`config.mk`:
```
export PLATFORM = sky130hd
export DESIGN_NAME = packet_header_checker_top
export DESIGN_NICKNAME = d
export VERILOG_FILES = /design/src/hdl/phc_pkg.sv /design/src/hdl/packet_header_checker_top.sv
export SDC_FILE = /design/constraint.sdc
export NUM_CORES = 1
export LEC_CHECK = 0
export BUFFER_PORTS_ARGS = -buffer_cell sky130_fd_sc_hd__buf_2
export CAP_MARGIN = 20
export CORE_MARGIN = 5
export CORE_UTILIZATION = 59
export CTS_BUF_LIST = sky130_fd_sc_hd__clkbuf_4 sky130_fd_sc_hd__clkbuf_8
export DETAILED_ROUTE_END_ITERATION = 16
export GPL_ROUTABILITY_DRIVEN = 0
export GPL_TIMING_DRIVEN = 0
export PLACE_DENSITY = 0.79
export SLEW_MARGIN = 10
export SYNTH_ARGS = -nofsm -noshare
export SYNTH_HDL_FRONTEND = slang
export SYNTH_SLANG_ARGS = --single-unit
```
`constraint.sdc`:
```
create_clock -name clk -period 4.5 [get_ports clk]
set_clock_uncertainty 0.1 [all_clocks]
set_input_delay 0.9 -clock clk [delete_from_list [all_inputs] [get_ports clk]]
set_output_delay 0.9 -clock clk [all_outputs]
set_load 0.01 [all_outputs]
```
`src/hdl/phc_pkg.sv`:
```
// ----------------------------------------------------------------------------
// Packet header checker package
// Field positions, expected header values and error codes.
// ----------------------------------------------------------------------------
`default_nettype none

package phc_pkg;

    localparam int WORD_W      = 32;
    localparam int IDX_W       = 4;
    localparam int CSUM_W      = 16;
    localparam int OUT_CSUM_W  = 13;
    localparam int CODE_W      = 4;
    localparam int HERR_W      = 3;

    localparam int FLITS_DEFAULT = 13;

    localparam logic [7:0]  VHL_EXPECT   = 8'h45;
    localparam logic [7:0]  TOS_MAX      = 8'd2;
    localparam logic [15:0] LEN_EXPECT   = 16'd52;
    localparam logic [7:0]  PROTO_EXPECT = 8'd6;

    localparam logic [IDX_W-1:0] IDX_LEN   = 4'd0;
    localparam logic [IDX_W-1:0] IDX_ZERO  = 4'd1;
    localparam logic [IDX_W-1:0] IDX_TTL   = 4'd2;
    localparam logic [IDX_W-1:0] IDX_DEST  = 4'd4;

    localparam logic [HERR_W-1:0] HERR_NONE  = 3'd0;
    localparam logic [HERR_W-1:0] HERR_VHL   = 3'd1;
    localparam logic [HERR_W-1:0] HERR_TOS   = 3'd2;
    localparam logic [HERR_W-1:0] HERR_LEN   = 3'd3;
    localparam logic [HERR_W-1:0] HERR_ZERO  = 3'd4;
    localparam logic [HERR_W-1:0] HERR_TTL   = 3'd5;
    localparam logic [HERR_W-1:0] HERR_PROTO = 3'd6;

    localparam logic [CODE_W-1:0] ERR_NONE     = 4'd0;
    localparam logic [CODE_W-1:0] ERR_CHECKSUM = 4'd7;
    localparam logic [CODE_W-1:0] ERR_DEST     = 4'd8;

    typedef logic [WORD_W-1:0] word_t;
    typedef logic [IDX_W-1:0]  idx_t;
    typedef logic [HERR_W-1:0] herr_t;
    typedef logic [CODE_W-1:0] code_t;

endpackage

`default_nettype wire

```
`src/hdl/packet_header_checker_top.sv`:
```
// ----------------------------------------------------------------------------
// Packet header checker
// Checks fixed-length packets word by word and reports one error code each.
// ----------------------------------------------------------------------------
//  channel  | valid        | stall        | payload
//  ---------+--------------+--------------+--------------------------------
//  flit in  | flit_valid   | flit_stall   | flit_word
//  result   | result_valid | result_stall | error_code, computed_checksum
//  config   | cfg_we       | -            | cfg_wdata (local address)
//
//  One flit per cycle while flit_stall is low; a result passes through the input
//  register, then the result register, after the last flit of a packet is taken.
//  FLITS flits make one packet and one request on the result channel.
//  Reset clears the packet state, the result valid flag and the local address.
//  result_stall holds only the last flit of a packet in the input register;
//  other flits keep moving while a result waits.
// ----------------------------------------------------------------------------
`default_nettype none

module packet_header_checker_top #(
    parameter int FLITS = phc_pkg::FLITS_DEFAULT
) (
    input  wire logic                             clk,
    input  wire logic                             rst_n,
    input  wire logic                             cfg_we,
    input  wire logic [phc_pkg::WORD_W-1:0]       cfg_wdata,
    input  wire logic                             flit_valid,
    output logic                                  flit_stall,
    input  wire logic [phc_pkg::WORD_W-1:0]       flit_word,
    output logic                                  result_valid,
    input  wire logic                             result_stall,
    output logic [phc_pkg::CODE_W-1:0]            error_code,
    output logic [phc_pkg::OUT_CSUM_W-1:0]        computed_checksum
);
    import phc_pkg::*;

    localparam idx_t LastIdx = IDX_W'(FLITS - 1);

    word_t                   addr_reg;
    logic                    in_valid_reg;
    word_t                   in_word_reg;
    idx_t                    idx_reg;
    idx_t                    idx_next;
    logic [FLITS-1:0]        accum_reg;
    logic [FLITS-1:0]        accum_next;
    logic [CSUM_W-1:0]       rcv_csum_reg;
    logic [CSUM_W-1:0]       rcv_csum_next;
    herr_t                   herr_reg;
    herr_t                   herr_next;
    logic                    dest_bad_reg;
    logic                    dest_bad_next;
    logic                    out_valid_reg;
    code_t                   code_reg;
    code_t                   code_next;
    logic [OUT_CSUM_W-1:0]   csum_out_reg;

    logic                    is_last;
    logic                    out_free;
    logic                    advance;
    logic                    take;
    word_t                   par_word;
    logic                    word_par;
    logic [CSUM_W-1:0]       accum_ext;

    assign is_last   = (idx_reg == LastIdx);
    assign out_free  = !out_valid_reg || !result_stall;
    assign advance   = in_valid_reg && (!is_last || out_free);
    assign flit_stall = in_valid_reg && !advance;
    assign take      = flit_valid && !flit_stall;

    assign par_word  = (idx_reg == IDX_TTL) ? {in_word_reg[31:16], 16'h0000} : in_word_reg;
    assign word_par  = ^par_word;

    always_comb
    begin
        herr_next     = herr_reg;
        rcv_csum_next = rcv_csum_reg;
        dest_bad_next = dest_bad_reg;
        for (int i = 0; i < FLITS; i++)
        begin
            accum_next[i] = accum_reg[i] | (word_par && (idx_reg == IDX_W'(i)));
        end
        if (idx_reg == IDX_LEN)
        begin
            if (herr_reg == HERR_NONE)
            begin
                priority if (in_word_reg[31:24] != VHL_EXPECT)
                    herr_next = HERR_VHL;
                else if (in_word_reg[23:16] > TOS_MAX)
                    herr_next = HERR_TOS;
                else if (in_word_reg[15:0] != LEN_EXPECT)
                    herr_next = HERR_LEN;
                else
                    herr_next = herr_reg;
            end
        end
        else if (idx_reg == IDX_ZERO)
        begin
            if (herr_reg == HERR_NONE && in_word_reg != '0)
                herr_next = HERR_ZERO;
        end
        else if (idx_reg == IDX_TTL)
        begin
            if (herr_reg == HERR_NONE)
            begin
                priority if (in_word_reg[31:24] == 8'h00)
                    herr_next = HERR_TTL;
                else if (in_word_reg[23:16] != PROTO_EXPECT)
                    herr_next = HERR_PROTO;
                else
                    herr_next = herr_reg;
            end
            rcv_csum_next = in_word_reg[15:0];
        end
        else if (idx_reg == IDX_DEST)
        begin
            dest_bad_next = (in_word_reg != addr_reg);
        end
    end

    assign accum_ext = CSUM_W'(accum_next);
    assign idx_next  = is_last ? '0 : idx_reg + 1'b1;

    always_comb
    begin
        priority if (herr_reg != HERR_NONE)
            code_next = {1'b0, herr_reg};
        else if (rcv_csum_reg != accum_ext)
            code_next = ERR_CHECKSUM;
        else if (dest_bad_reg)
            code_next = ERR_DEST;
        else
            code_next = ERR_NONE;
    end

    always_ff @(posedge clk or negedge rst_n)
    begin
        if (!rst_n)
        begin
            addr_reg <= '0;
        end
        else if (cfg_we)
        begin
            addr_reg <= cfg_wdata;
        end
    end

    always_ff @(posedge clk or negedge rst_n)
    begin
        if (!rst_n)
        begin
            in_valid_reg <= 1'b0;
        end
        else if (take)
        begin
            in_valid_reg <= 1'b1;
        end
        else if (advance)
        begin
            in_valid_reg <= 1'b0;
        end
    end

    always_ff @(posedge clk)
    begin
        if (take)
        begin
            in_word_reg <= flit_word;
        end
    end

    always_ff @(posedge clk or negedge rst_n)
    begin
        if (!rst_n)
        begin
            idx_reg      <= '0;
            accum_reg    <= '0;
            rcv_csum_reg <= '0;
            herr_reg     <= HERR_NONE;
            dest_bad_reg <= 1'b0;
        end
        else if (advance)
        begin
            idx_reg <= idx_next;
            if (is_last)
            begin
                accum_reg    <= '0;
                rcv_csum_reg <= '0;
                herr_reg     <= HERR_NONE;
                dest_bad_reg <= 1'b0;
            end
            else
            begin
                accum_reg    <= accum_next;
                rcv_csum_reg <= rcv_csum_next;
                herr_reg     <= herr_next;
                dest_bad_reg <= dest_bad_next;
            end
        end
    end

    always_ff @(posedge clk or negedge rst_n)
    begin
        if (!rst_n)
        begin
            out_valid_reg <= 1'b0;
        end
        else if (advance && is_last)
        begin
            out_valid_reg <= 1'b1;
        end
        else if (!result_stall)
        begin
            out_valid_reg <= 1'b0;
        end
    end

    always_ff @(posedge clk)
    begin
        if (advance && is_last)
        begin
            code_reg     <= code_next;
            csum_out_reg <= accum_ext[OUT_CSUM_W-1:0];
        end
    end

    assign result_valid      = out_valid_reg;
    assign error_code        = code_reg;
    assign computed_checksum = csum_out_reg;

    a_result_after_last: assert property (@(posedge clk) disable iff (!rst_n)
        $rose(out_valid_reg) |-> $past(in_valid_reg && idx_reg == LastIdx))
        else $error("result without a last flit");

    a_index_wraps: assert property (@(posedge clk) disable iff (!rst_n)
        (advance && is_last) |=> (idx_reg == '0 && herr_reg == HERR_NONE))
        else $error("packet state not cleared after last flit");

    a_header_error_holds: assert property (@(posedge clk) disable iff (!rst_n)
        (herr_reg != HERR_NONE && !(advance && is_last)) |=> herr_reg == $past(herr_reg))
        else $error("first header error overwritten");

    a_stall_cause: assert property (@(posedge clk) disable iff (!rst_n)
        flit_stall |-> (in_valid_reg && is_last && out_valid_reg && result_stall))
        else $error("input stalled without a blocked result");

endmodule

`default_nettype wire

```
==> metrics.txt, run 1 <==
CTS tree=yes; vias in the first global route=4,362; Via density=5.641; fin nets=715; clk buf depth=2; final worst slack=0.6726 ns; clk slew on worst S/H paths=0.07 ns; Fin. Hold Viols=0; WP data required=4.61 ns; crit path kind=flop to flop; worst reg2reg path depth=11; post-synth top area share=0.3012; flop and latch count out of synthesis=120; GRT Overall Usage=0.2415; largest cells by area after synthesis=dfrtp_1 (30%), edfxtp_1 (25%), xnor2_1 (7.7%); DP Worst Slack=0.6886 ns; Arrival @ worst endpoint=3.94 ns; CTS Hold Bufs=0; DRT antenna net count=0; Cells after Synth=520; Final Setup Violations=0; Cell variety after synth=49; Seq/Total Area, Yosys=0.5506; Leakage=0.003152 uW; Final Non-Filler Cells=772; via count=4,355; # H-tree levels=4; Mapped Avg Cell Area=11.35 sq um; Num CTS Buffers=17; Starting Density=0.6036; reg2reg start=in_word_reg[18]; Setup TNS Final=0 ns; Die ar.=0.01210 sq mm; Relative slew margins=0.4680; most used flip-flop cell after synthesis=dfrtp_1; Area Growth Syn to Fin=17.26%; Worst-Margin Slew=0.7980 ns; Setup crit start kind=flop; ant diodes=0; Fmax achieved=261.3 MHz; Tcrit/Tclk final=0.8505; Die Width=110.0 um; CP Capture Point=error_code[2]; Reg2Reg Setup Slack=0.67 ns; Slew Limit Fails=0; syn nets=609; port bufs=86; Hold Slack=0.2182 ns; grt ovf=0; Core ar.=0.009774 sq mm; DP Cell Count=740; Mapped Area=0.005899 sq mm; DRT iter0 DRCs=243; Period minus WS final=3.827 ns; Pre-antenna DRT Iters=5; Pwr Density=538.7 mW/mm^2; min-delay worst type=input port to async pin; # rows=36; post-route DRC violation count=0; worst skew pair latency=0.46 ns; drt total wl=13,410 um; r2r endpoint=error_code[2]; Commonest cells post-synth=nand2_1 (76), dfrtp_1 (71), xnor2_1 (52); cell with the most instances after synthesis=nand2_1; unrepaired setup endpoints after global routing=no; cts repair resizes=0; largest net degree at the start of global routing=55; CP max FO=9; clock sink count=120; number of setup buffers added after CTS=0; Layout fillers=722; Yosys top cell by area=dfrtp_1; share of synthesized registers carrying an async set or reset=0.5917; initial antenna violation count=0; status=finished, final reports clean; post-DP HPWL=10,260 um; share of cells above drive strength 1=0.2504; CP startpoint=in_word_reg[18]; VDD IR-drop max=0.3228 mV; max_cap viols=0; first-pass GRT wire length=21,430 um; Yosys warnings=0; wire per inst=17.37 um; die height=110.0 um; IO Count=88; Post-synth EDFFs=49; crit path capture type=flop; Root Driver=clkbuf_8
report_power, final:
| group | switching (uW) | total (uW) | internal [uW] |
|---|---|---|---|
| Combinational | 708 | 1240 | 529 |
| Sequential | 174 | 1530 | 1360 |
| Clock | 443 | 960 | 516 |
area by class of cell:
| type | count | area, sq um | share of cell area |
|---|---|---|---|
| Inverter | 36 | 135.1 | 0.01953 |
| Buffer | 16 | 60.06 | 0.008682 |
| Clock inverter | 12 | 127.6 | 0.01845 |
| Multi-Input combinational cell | 348 | 2457 | 0.3552 |
| Tap cell | 133 | 166.4 | 0.02406 |
| Sequential cell | 120 | 3248 | 0.4695 |
| Clock buffer | 20 | 262.8 | 0.03798 |
| Timing Repair Buffer | 87 | 460.4 | 0.06656 |
worst min-delay path by stage:
stage                           startpoint                to  slack [ns]  cells past startpoint
after floorplan           rcv_csum_reg[14]  rcv_csum_reg[14]        0.35                      2
after global placement    rcv_csum_reg[13]  rcv_csum_reg[13]        0.37                      2
after detailed placement  rcv_csum_reg[15]  rcv_csum_reg[15]        0.38                      2
after CTS                            rst_n     accum_reg[11]        0.19                      1
after global routing                 rst_n   rcv_csum_reg[6]        0.21                      1
final                                rst_n     accum_reg[11]        0.22                      1
per-stage QoR:
step	area, sq um	total power (uW)	utilization
floorplan	5899	2432	-
global placement	6496	2711	0.6646
detailed placement	6528	2768	0.6678
CTS	6918	3724	0.7078
global route	6918	3944	0.7078
finish	6918	3727	0.7078
cell usage in the layout (no fill, tap or decap), types with 2 or more instances in the layout:
| master | instances |
|---|---|
| mux2i_1 | 3 |
| nor2b_1 | 2 |
| o22ai_1 | 7 |
| and3_1 | 7 |
| nor3_1 | 3 |
| or3_1 | 2 |
| nor2_1 | 14 |
| nor4_1 | 8 |
| nand3_1 | 9 |
| a31o_2 | 3 |
| clkbuf_8 | 18 |
| xor2_1 | 7 |
| clkinv_2 | 5 |
| nand2_1 | 76 |
| a2111oi_0 | 2 |
| a21o_1 | 4 |
| buf_2 | 85 |
| a21boi_0 | 2 |
| ha_1 | 20 |
| nand2b_1 | 3 |
| bufinv_16 | 2 |
| o211a_1 | 3 |
| dfrtp_1 | 71 |
| a31oi_1 | 4 |
| a21oi_1 | 10 |
| edfxtp_1 | 49 |
| o21ai_0 | 31 |
| xnor2_1 | 52 |
| and2_1 | 5 |
| mux2_2 | 35 |
| clkbuf_4 | 2 |
| or4_1 | 2 |
| clkbuf_1 | 13 |
| inv_1 | 36 |
| buf_1 | 3 |
| nand4_1 | 15 |
| clkinv_4 | 3 |
cells by family after synthesis:
logic type	Yosys count	share of synthesized area
AOI/OAI and AO/OA	77	0.08208
xor gates and xnor gates	61	0.09417
adders and majority gates	20	0.04242
buffers and inverters	52	0.03309
DFF	120	0.5506
muxes	39	0.07572
and+or+nand+nor	151	0.1219
layer usage:
| metal | track usage | part of all wire | vias up |
|---|---|---|---|
| met2 | 0.4133 | 0.51 | 166 |
| li1 | - | - | 2045 |
| met1 | 0.2814 | 0.40 | 2113 |
| met4 | 0.09261 | 0.022 | 0 |
| met3 | 0.07979 | 0.067 | 31 |
| met5 | 0 | 0 | - |
critical path, stage by stage (launching register included):
cell and delay, ns:
edfxtp_1 0.42, inv_1 0.09, ha_1 0.33, xnor2_1 0.23, xnor2_1 0.13, xnor2_2 0.45
xnor3_1 0.63, a31o_2 0.31, xor2_1 0.14, nor4_1 0.29, o211ai_1 0.23, a21o_1 0.22
No activity file was read; power rests on OpenSTA's default activity.
==> run 2: changes to the inputs <==
Settings changed: PLACE_DENSITY 0.79 to default, PLACE_DENSITY_LB_ADDON from default to 0.3.
==> run 2 against run 1 <==
Utilization fell by 0.47 points. Global-route usage shrank 0.31 points. Cell count unchanged. Worst hold slack got worse by 0.023 ns. Register-to-register slack hardly changed. Non-clock buffer count is the same. Die area unchanged. Largest power group unchanged.
==> metrics.txt, run 2 (same netlist as run 1, synthesis figures left out) <==
post-DP HPWL=9944 um (was 10,260 um); Final Setup Violations=0 (unchanged); grt ovf=0 (unchanged); Reg2Reg Setup Slack=0.68 ns (was 0.67 ns); first-pass GRT wire length=21,470 um (was 21,430 um); Root Driver=clkbuf_8 (unchanged); wire length on met2=6874 um (was 6862 um); Relative slew margins=0.4500 (was 0.4680); cts repair resizes=0 (unchanged); Period minus WS final=3.823 ns (was 3.827 ns); Setup crit start kind=flop (unchanged); Die ar.=0.01210 sq mm (unchanged); IO Count=88 (unchanged); crit path capture type=flop (unchanged); Design Power=3606 uW (was 3727 uW); status=finished, final reports clean (unchanged); Pre-antenna DRT Iters=5 (unchanged); Pwr Density=524.8 mW/mm^2 (was 538.7 mW/mm^2); most frequent cells in the layout=buf_2 (85), nand2_1 (76), dfrtp_1 (71), xnor2_1 (52), edfxtp_1 (49) (unchanged); max_cap viols=0 (unchanged); CTS tree=yes (unchanged); WP data required=4.58 ns (was 4.61 ns); min-delay worst type=input port to async pin (unchanged); fin nets=715 (unchanged); Arrival @ worst endpoint=3.91 ns (was 3.94 ns); register area=0.003248 sq mm (unchanged); Starting Density=0.6036 (unchanged); Leakage=0.003127 uW (was 0.003152 uW); initial antenna violation count=0 (unchanged); Fin. Hold Viols=0 (unchanged); worst skew pair latency=0.43 ns (was 0.46 ns); r2r endpoint=error_code[0] (was error_code[2]); DRT antenna net count=0 (unchanged); clock sink count=120 (unchanged); top layer in use=met4 (unchanged); commonest non-fill, non-tap cell in the layout=buf_2 (unchanged); unrepaired setup endpoints after global routing=no (unchanged); Setup TNS Final=0 ns (unchanged); drt total wl=13,280 um (was 13,410 um); VDD IR-drop max=0.2772 mV (was 0.3228 mV); # rows=36 (unchanged); met3 WL=939 um (was 898 um); # H-tree levels=4 (unchanged); vias in the first global route=4,371 (was 4,362); M1 wire length=5190 um (was 5362 um); CP max FO=9 (unchanged); worst reg2reg path depth=11 (unchanged); crit path kind=flop to flop (unchanged); via count=4,264 (was 4,355); ant diodes=0 (unchanged); post-route DRC violation count=0 (unchanged); clk slew on worst S/H paths=0.07 ns (about the same); port bufs=86 (unchanged); GRT Overall Usage=0.2384 (was 0.2415); Core ar.=0.009774 sq mm (unchanged); Slew Limit Fails=0 (unchanged); share of cells above drive strength 1=0.2504 (unchanged); DRT iter0 DRCs=281 (was 243); Final Non-Filler Cells=772 (unchanged); CTS Hold Bufs=0 (unchanged); die height=110.0 um (unchanged); Multi-input gate area=0.002457 sq mm (unchanged); wire per inst=17.20 um (was 17.37 um); Die Width=110.0 um (unchanged); Worst-Margin Slew=0.8250 ns (was 0.7980 ns); Tcrit/Tclk final=0.8496 (was 0.8505); number of setup buffers added after CTS=0 (unchanged); Via density=5.523 (was 5.641); largest net degree at the start of global routing=64 (was 55); DP Cell Count=740 (unchanged); Fmax achieved=261.6 MHz (was 261.3 MHz); Area Growth Syn to Fin=16.48% (was 17.26%); reg2reg start=in_word_reg[17] (was in_word_reg[18]); Num CTS Buffers=17 (unchanged); Layout fillers=753 (was 722); clk buf depth=2 (unchanged)
-- run 2: metal layers --
layer | track usage | vias up
li1 | - | 2035
met1 | 0.2858 | 2045
met2 | 0.4138 | 162
met5 | 0 | -
met4 | 0.09528 | 0
met3 | 0.05649 | 22
-- run 2: final cells by class --
| cell class | count | area share |
|---|---|---|
| timing repair buffer | 87 | 0.06701 |
| sequential | 120 | 0.4727 |
| buffer | 16 | 0.008740 |
| multi-input combinational | 348 | 0.3576 |
| clock buffer | 23 | 0.04243 |
| inverter | 36 | 0.01967 |
| clock inverter | 9 | 0.007647 |
| tap | 133 | 0.02422 |
-- run 2: worst max-delay path by stage --
stage                     depth (start not counted)       startpoint       endpoint
after floorplan                                  11  in_word_reg[20]  error_code[2]
after global placement                           11  in_word_reg[20]  error_code[2]
after detailed placement                         11  in_word_reg[17]  error_code[0]
after CTS                                        11  in_word_reg[17]  error_code[0]
after global routing                             11  in_word_reg[17]  error_code[0]
final                                            11  in_word_reg[17]  error_code[0]
-- run 2: through the flow --
step | hold slack (ns) | instance area (sq um) | util | setup WS (ns)
after floorplan | 0.3508 | 5899 | - | 1.246
after global placement | 0.3680 | 6496 | 0.6646 | 0.8482
after detailed placement | 0.3830 | 6528 | 0.6678 | 0.7617
after CTS | 0.1831 | 6872 | 0.7030 | 0.6849
after global routing | 0.1796 | 6872 | 0.7030 | 0.3494
final | 0.1956 | 6872 | 0.7030 | 0.6768
-- run 2: where the power goes --
| group | total (uW) | switching [uW] | internal [uW] | leakage, uW |
|---|---|---|---|---|
| clock network | 838 | 411 | 427 | 0.000179 |
| registers | 1530 | 173 | 1360 | 0.00134 |
| logic | 1240 | 710 | 528 | 0.00160 |
-- run 2: critical path: stages, from the launching register on --
cell and delay (ns):
edfxtp_1 0.44, inv_1 0.07, ha_1 0.32, xnor2_1 0.22, xnor2_1 0.14, xnor2_2 0.51
xnor3_1 0.63, a31o_2 0.31, xor2_1 0.14, nor4_1 0.29, o211ai_1 0.21, a21o_1 0.21
==> run 3: changes to the inputs <==
Clock period 4.5 ns to 4.01 ns, I/O delays scaled along.
==> run 3 against run 2 <==
Global-route usage stayed put. Cell count is 0.26% higher. Die area stayed put. Combinational power is 15% higher. Register-to-register slack worse by 0.23 ns. Setup slack worse by 0.23 ns. Total power is 13% higher. Worst hold slack worse by 0.096 ns. First-iteration DRC count is 5.3% lower. Clock power is 12% higher. Non-clock buffer count is 2 higher. Routed wire length hardly changed. Critical endpoint unchanged. Largest power group unchanged. Highest routed layer unchanged.
==> metrics.txt, run 3 (same netlist as run 1, synthesis figures left out) <==
ant diodes=0 (unchanged); slowest CP cell=xnor3_1 (unchanged); Critical Path Max Stage Delay=0.58 ns (was 0.63 ns); Final Non-Filler Cells=774 (was 772); Buf/Inv on CP=1 (unchanged); critical-path cell list=inv_1 -> ha_1 -> xnor2_1 -> xnor2_1 -> xnor2_2 -> xnor3_1 -> a31o_2 -> xor2_1 -> nor4_1 -> o211ai_1 -> a21o_1 (unchanged); crit path capture type=flop (unchanged); post-route DRC violation count=0 (unchanged); CP most frequent cell=xnor2_1 (unchanged); wire per inst=17.16 um (was 17.20 um); port bufs=86 (unchanged); post-DP HPWL=9944 um (unchanged); # rows=36 (unchanged); # H-tree levels=4 (unchanged); via count=4,291 (was 4,264); clk buf depth=2 (unchanged); Fmax achieved=280.6 MHz (was 261.6 MHz); Post-Layout Inst Area=0.006887 sq mm (was 0.006872 sq mm); Slew Limit Fails=0 (unchanged); Die ar.=0.01210 sq mm (unchanged); commonest non-fill, non-tap cell in the layout=buf_2 (unchanged); Arrival @ worst endpoint=3.65 ns (was 3.91 ns); Final Setup Violations=0 (unchanged); sw frac=0.3567 (was 0.3587); drt total wl=13,290 um (was 13,280 um); vias in the first global route=4,371 (unchanged); clk slew on worst S/H paths=0.07 ns (about the same); min-delay worst type=input port to async pin (unchanged); DP Cell Count=740 (unchanged); cts repair resizes=0 (unchanged); CTS Hold Bufs=0 (unchanged); Seq pwr share=0.421 (was 0.424); Die Width=110.0 um (unchanged); worst skew pair latency=0.43 ns (about the same); DP Worst Slack=0.2717 ns (was 0.7617 ns); clock sink count=120 (unchanged); fin nets=717 (was 715); Pre-antenna DRT Iters=6 (was 5); GRT Overall Usage=0.2384 (unchanged); DRT antenna net count=0 (unchanged); CTS tree=yes (unchanged); reg2reg start=in_word_reg[17] (unchanged); Setup TNS Final=0 ns (unchanged); Pwr Density=592.3 mW/mm^2 (was 524.8 mW/mm^2); internal power of the cells=2624 uW (was 2312 uW); IO Count=88 (unchanged); crit path kind=flop to flop (unchanged); Core ar.=0.009774 sq mm (unchanged); Tcrit/Tclk final=0.8889 (was 0.8496); r2r endpoint=error_code[0] (unchanged); Leakage=0.003137 uW (was 0.003127 uW); initial antenna violation count=0 (unchanged); Clock power frac=0.230 (was 0.232); die height=110.0 um (unchanged); Fin. Hold Viols=0 (unchanged); worst reg2reg path depth=11 (unchanged); Gate power share=0.349 (was 0.343); Reg2Reg Setup Slack=0.45 ns (was 0.68 ns); Via density=5.544 (was 5.523); Root Driver=clkbuf_8 (unchanged); largest net degree at the start of global routing=64 (unchanged); Area Growth Syn to Fin=16.73% (was 16.48%); status=finished, final reports clean (unchanged); DRT iter0 DRCs=266 (was 281); first-pass GRT wire length=21,470 um (unchanged); share of cells above drive strength 1=0.2527 (was 0.2504); Relative slew margins=0.4483 (was 0.4500); CP top delay family=XOR/XNOR gates (unchanged); grt ovf=0 (unchanged); Switching Power=1455 uW (was 1294 uW); number of setup buffers added after CTS=0 (unchanged); Num CTS Buffers=17 (unchanged); Worst-Margin Slew=0.8275 ns (was 0.8250 ns); Setup crit start kind=flop (unchanged); Hold Slack=0.09912 ns (was 0.1956 ns); WP data required=4.09 ns (was 4.58 ns); Period minus WS final=3.564 ns (was 3.823 ns); VDD IR-drop max=0.3110 mV (was 0.2772 mV); max_cap viols=0 (unchanged); unrepaired setup endpoints after global routing=no (unchanged); Starting Density=0.6036 (unchanged); placed inst area=0.006528 sq mm (unchanged); most frequent cells in the layout=buf_2 (85), nand2_1 (76), dfrtp_1 (71), xnor2_1 (52), edfxtp_1 (49) (unchanged); CP max FO=7 (was 9); final worst slack=0.4456 ns (was 0.6768 ns)
run 3: cell count changes in the layout (fill, tap and decap cells not counted), sizes merged:
cell | before | now
buf | 90 | 92
run 3: final cells by class:
class / count / area, sq um
inverter: 36 / 135.1
clock inverter: 9 / 52.55
fill: 751 / 2888
buffer: 16 / 60.06
clock buffer: 23 / 291.5
multi-input combinational: 348 / 2457
sequential: 120 / 3248
timing repair buffer: 89 / 475.5
tap: 133 / 166.4
run 3: power groups by stage:
stage,logic [uW],clock network (uW),registers (uW)
CTS,1380,953,1710
finish,1430,938,1720
global placement,1320,0,1720
floorplan,1060,0,1670
global route,1590,1020,1740
detailed placement,1370,0,1740
run 3: layer usage:
| metal | up-vias | GRT usage | share of wire |
|---|---|---|---|
| met1 | 2046 | 0.2858 | 0.39 |
| li1 | 2043 | - | - |
| met3 | 27 | 0.05649 | 0.072 |
| met2 | 175 | 0.4138 | 0.52 |
| met4 | 0 | 0.09528 | 0.022 |
| met5 | - | 0 | 0 |
run 3: how the worst max path moves through the flow:
stage | startpoint | endpoint | slack (ns) | cells after the start
after detailed placement | in_word_reg[17] | error_code[0] | 0.27 | 11
final | in_word_reg[17] | error_code[0] | 0.45 | 11
after CTS | in_word_reg[17] | error_code[0] | 0.19 | 11
after floorplan | in_word_reg[20] | error_code[2] | 0.76 | 11
after global placement | in_word_reg[20] | error_code[2] | 0.36 | 11
after global routing | in_word_reg[17] | error_code[0] | 0.14 | 11
run 3: per-stage QoR:
step	util	power [uW]
after floorplan	-	2729
after global placement	0.6646	3042
after detailed placement	0.6678	3104
after CTS	0.7030	4043
after global routing	0.7046	4349
final	0.7046	4079
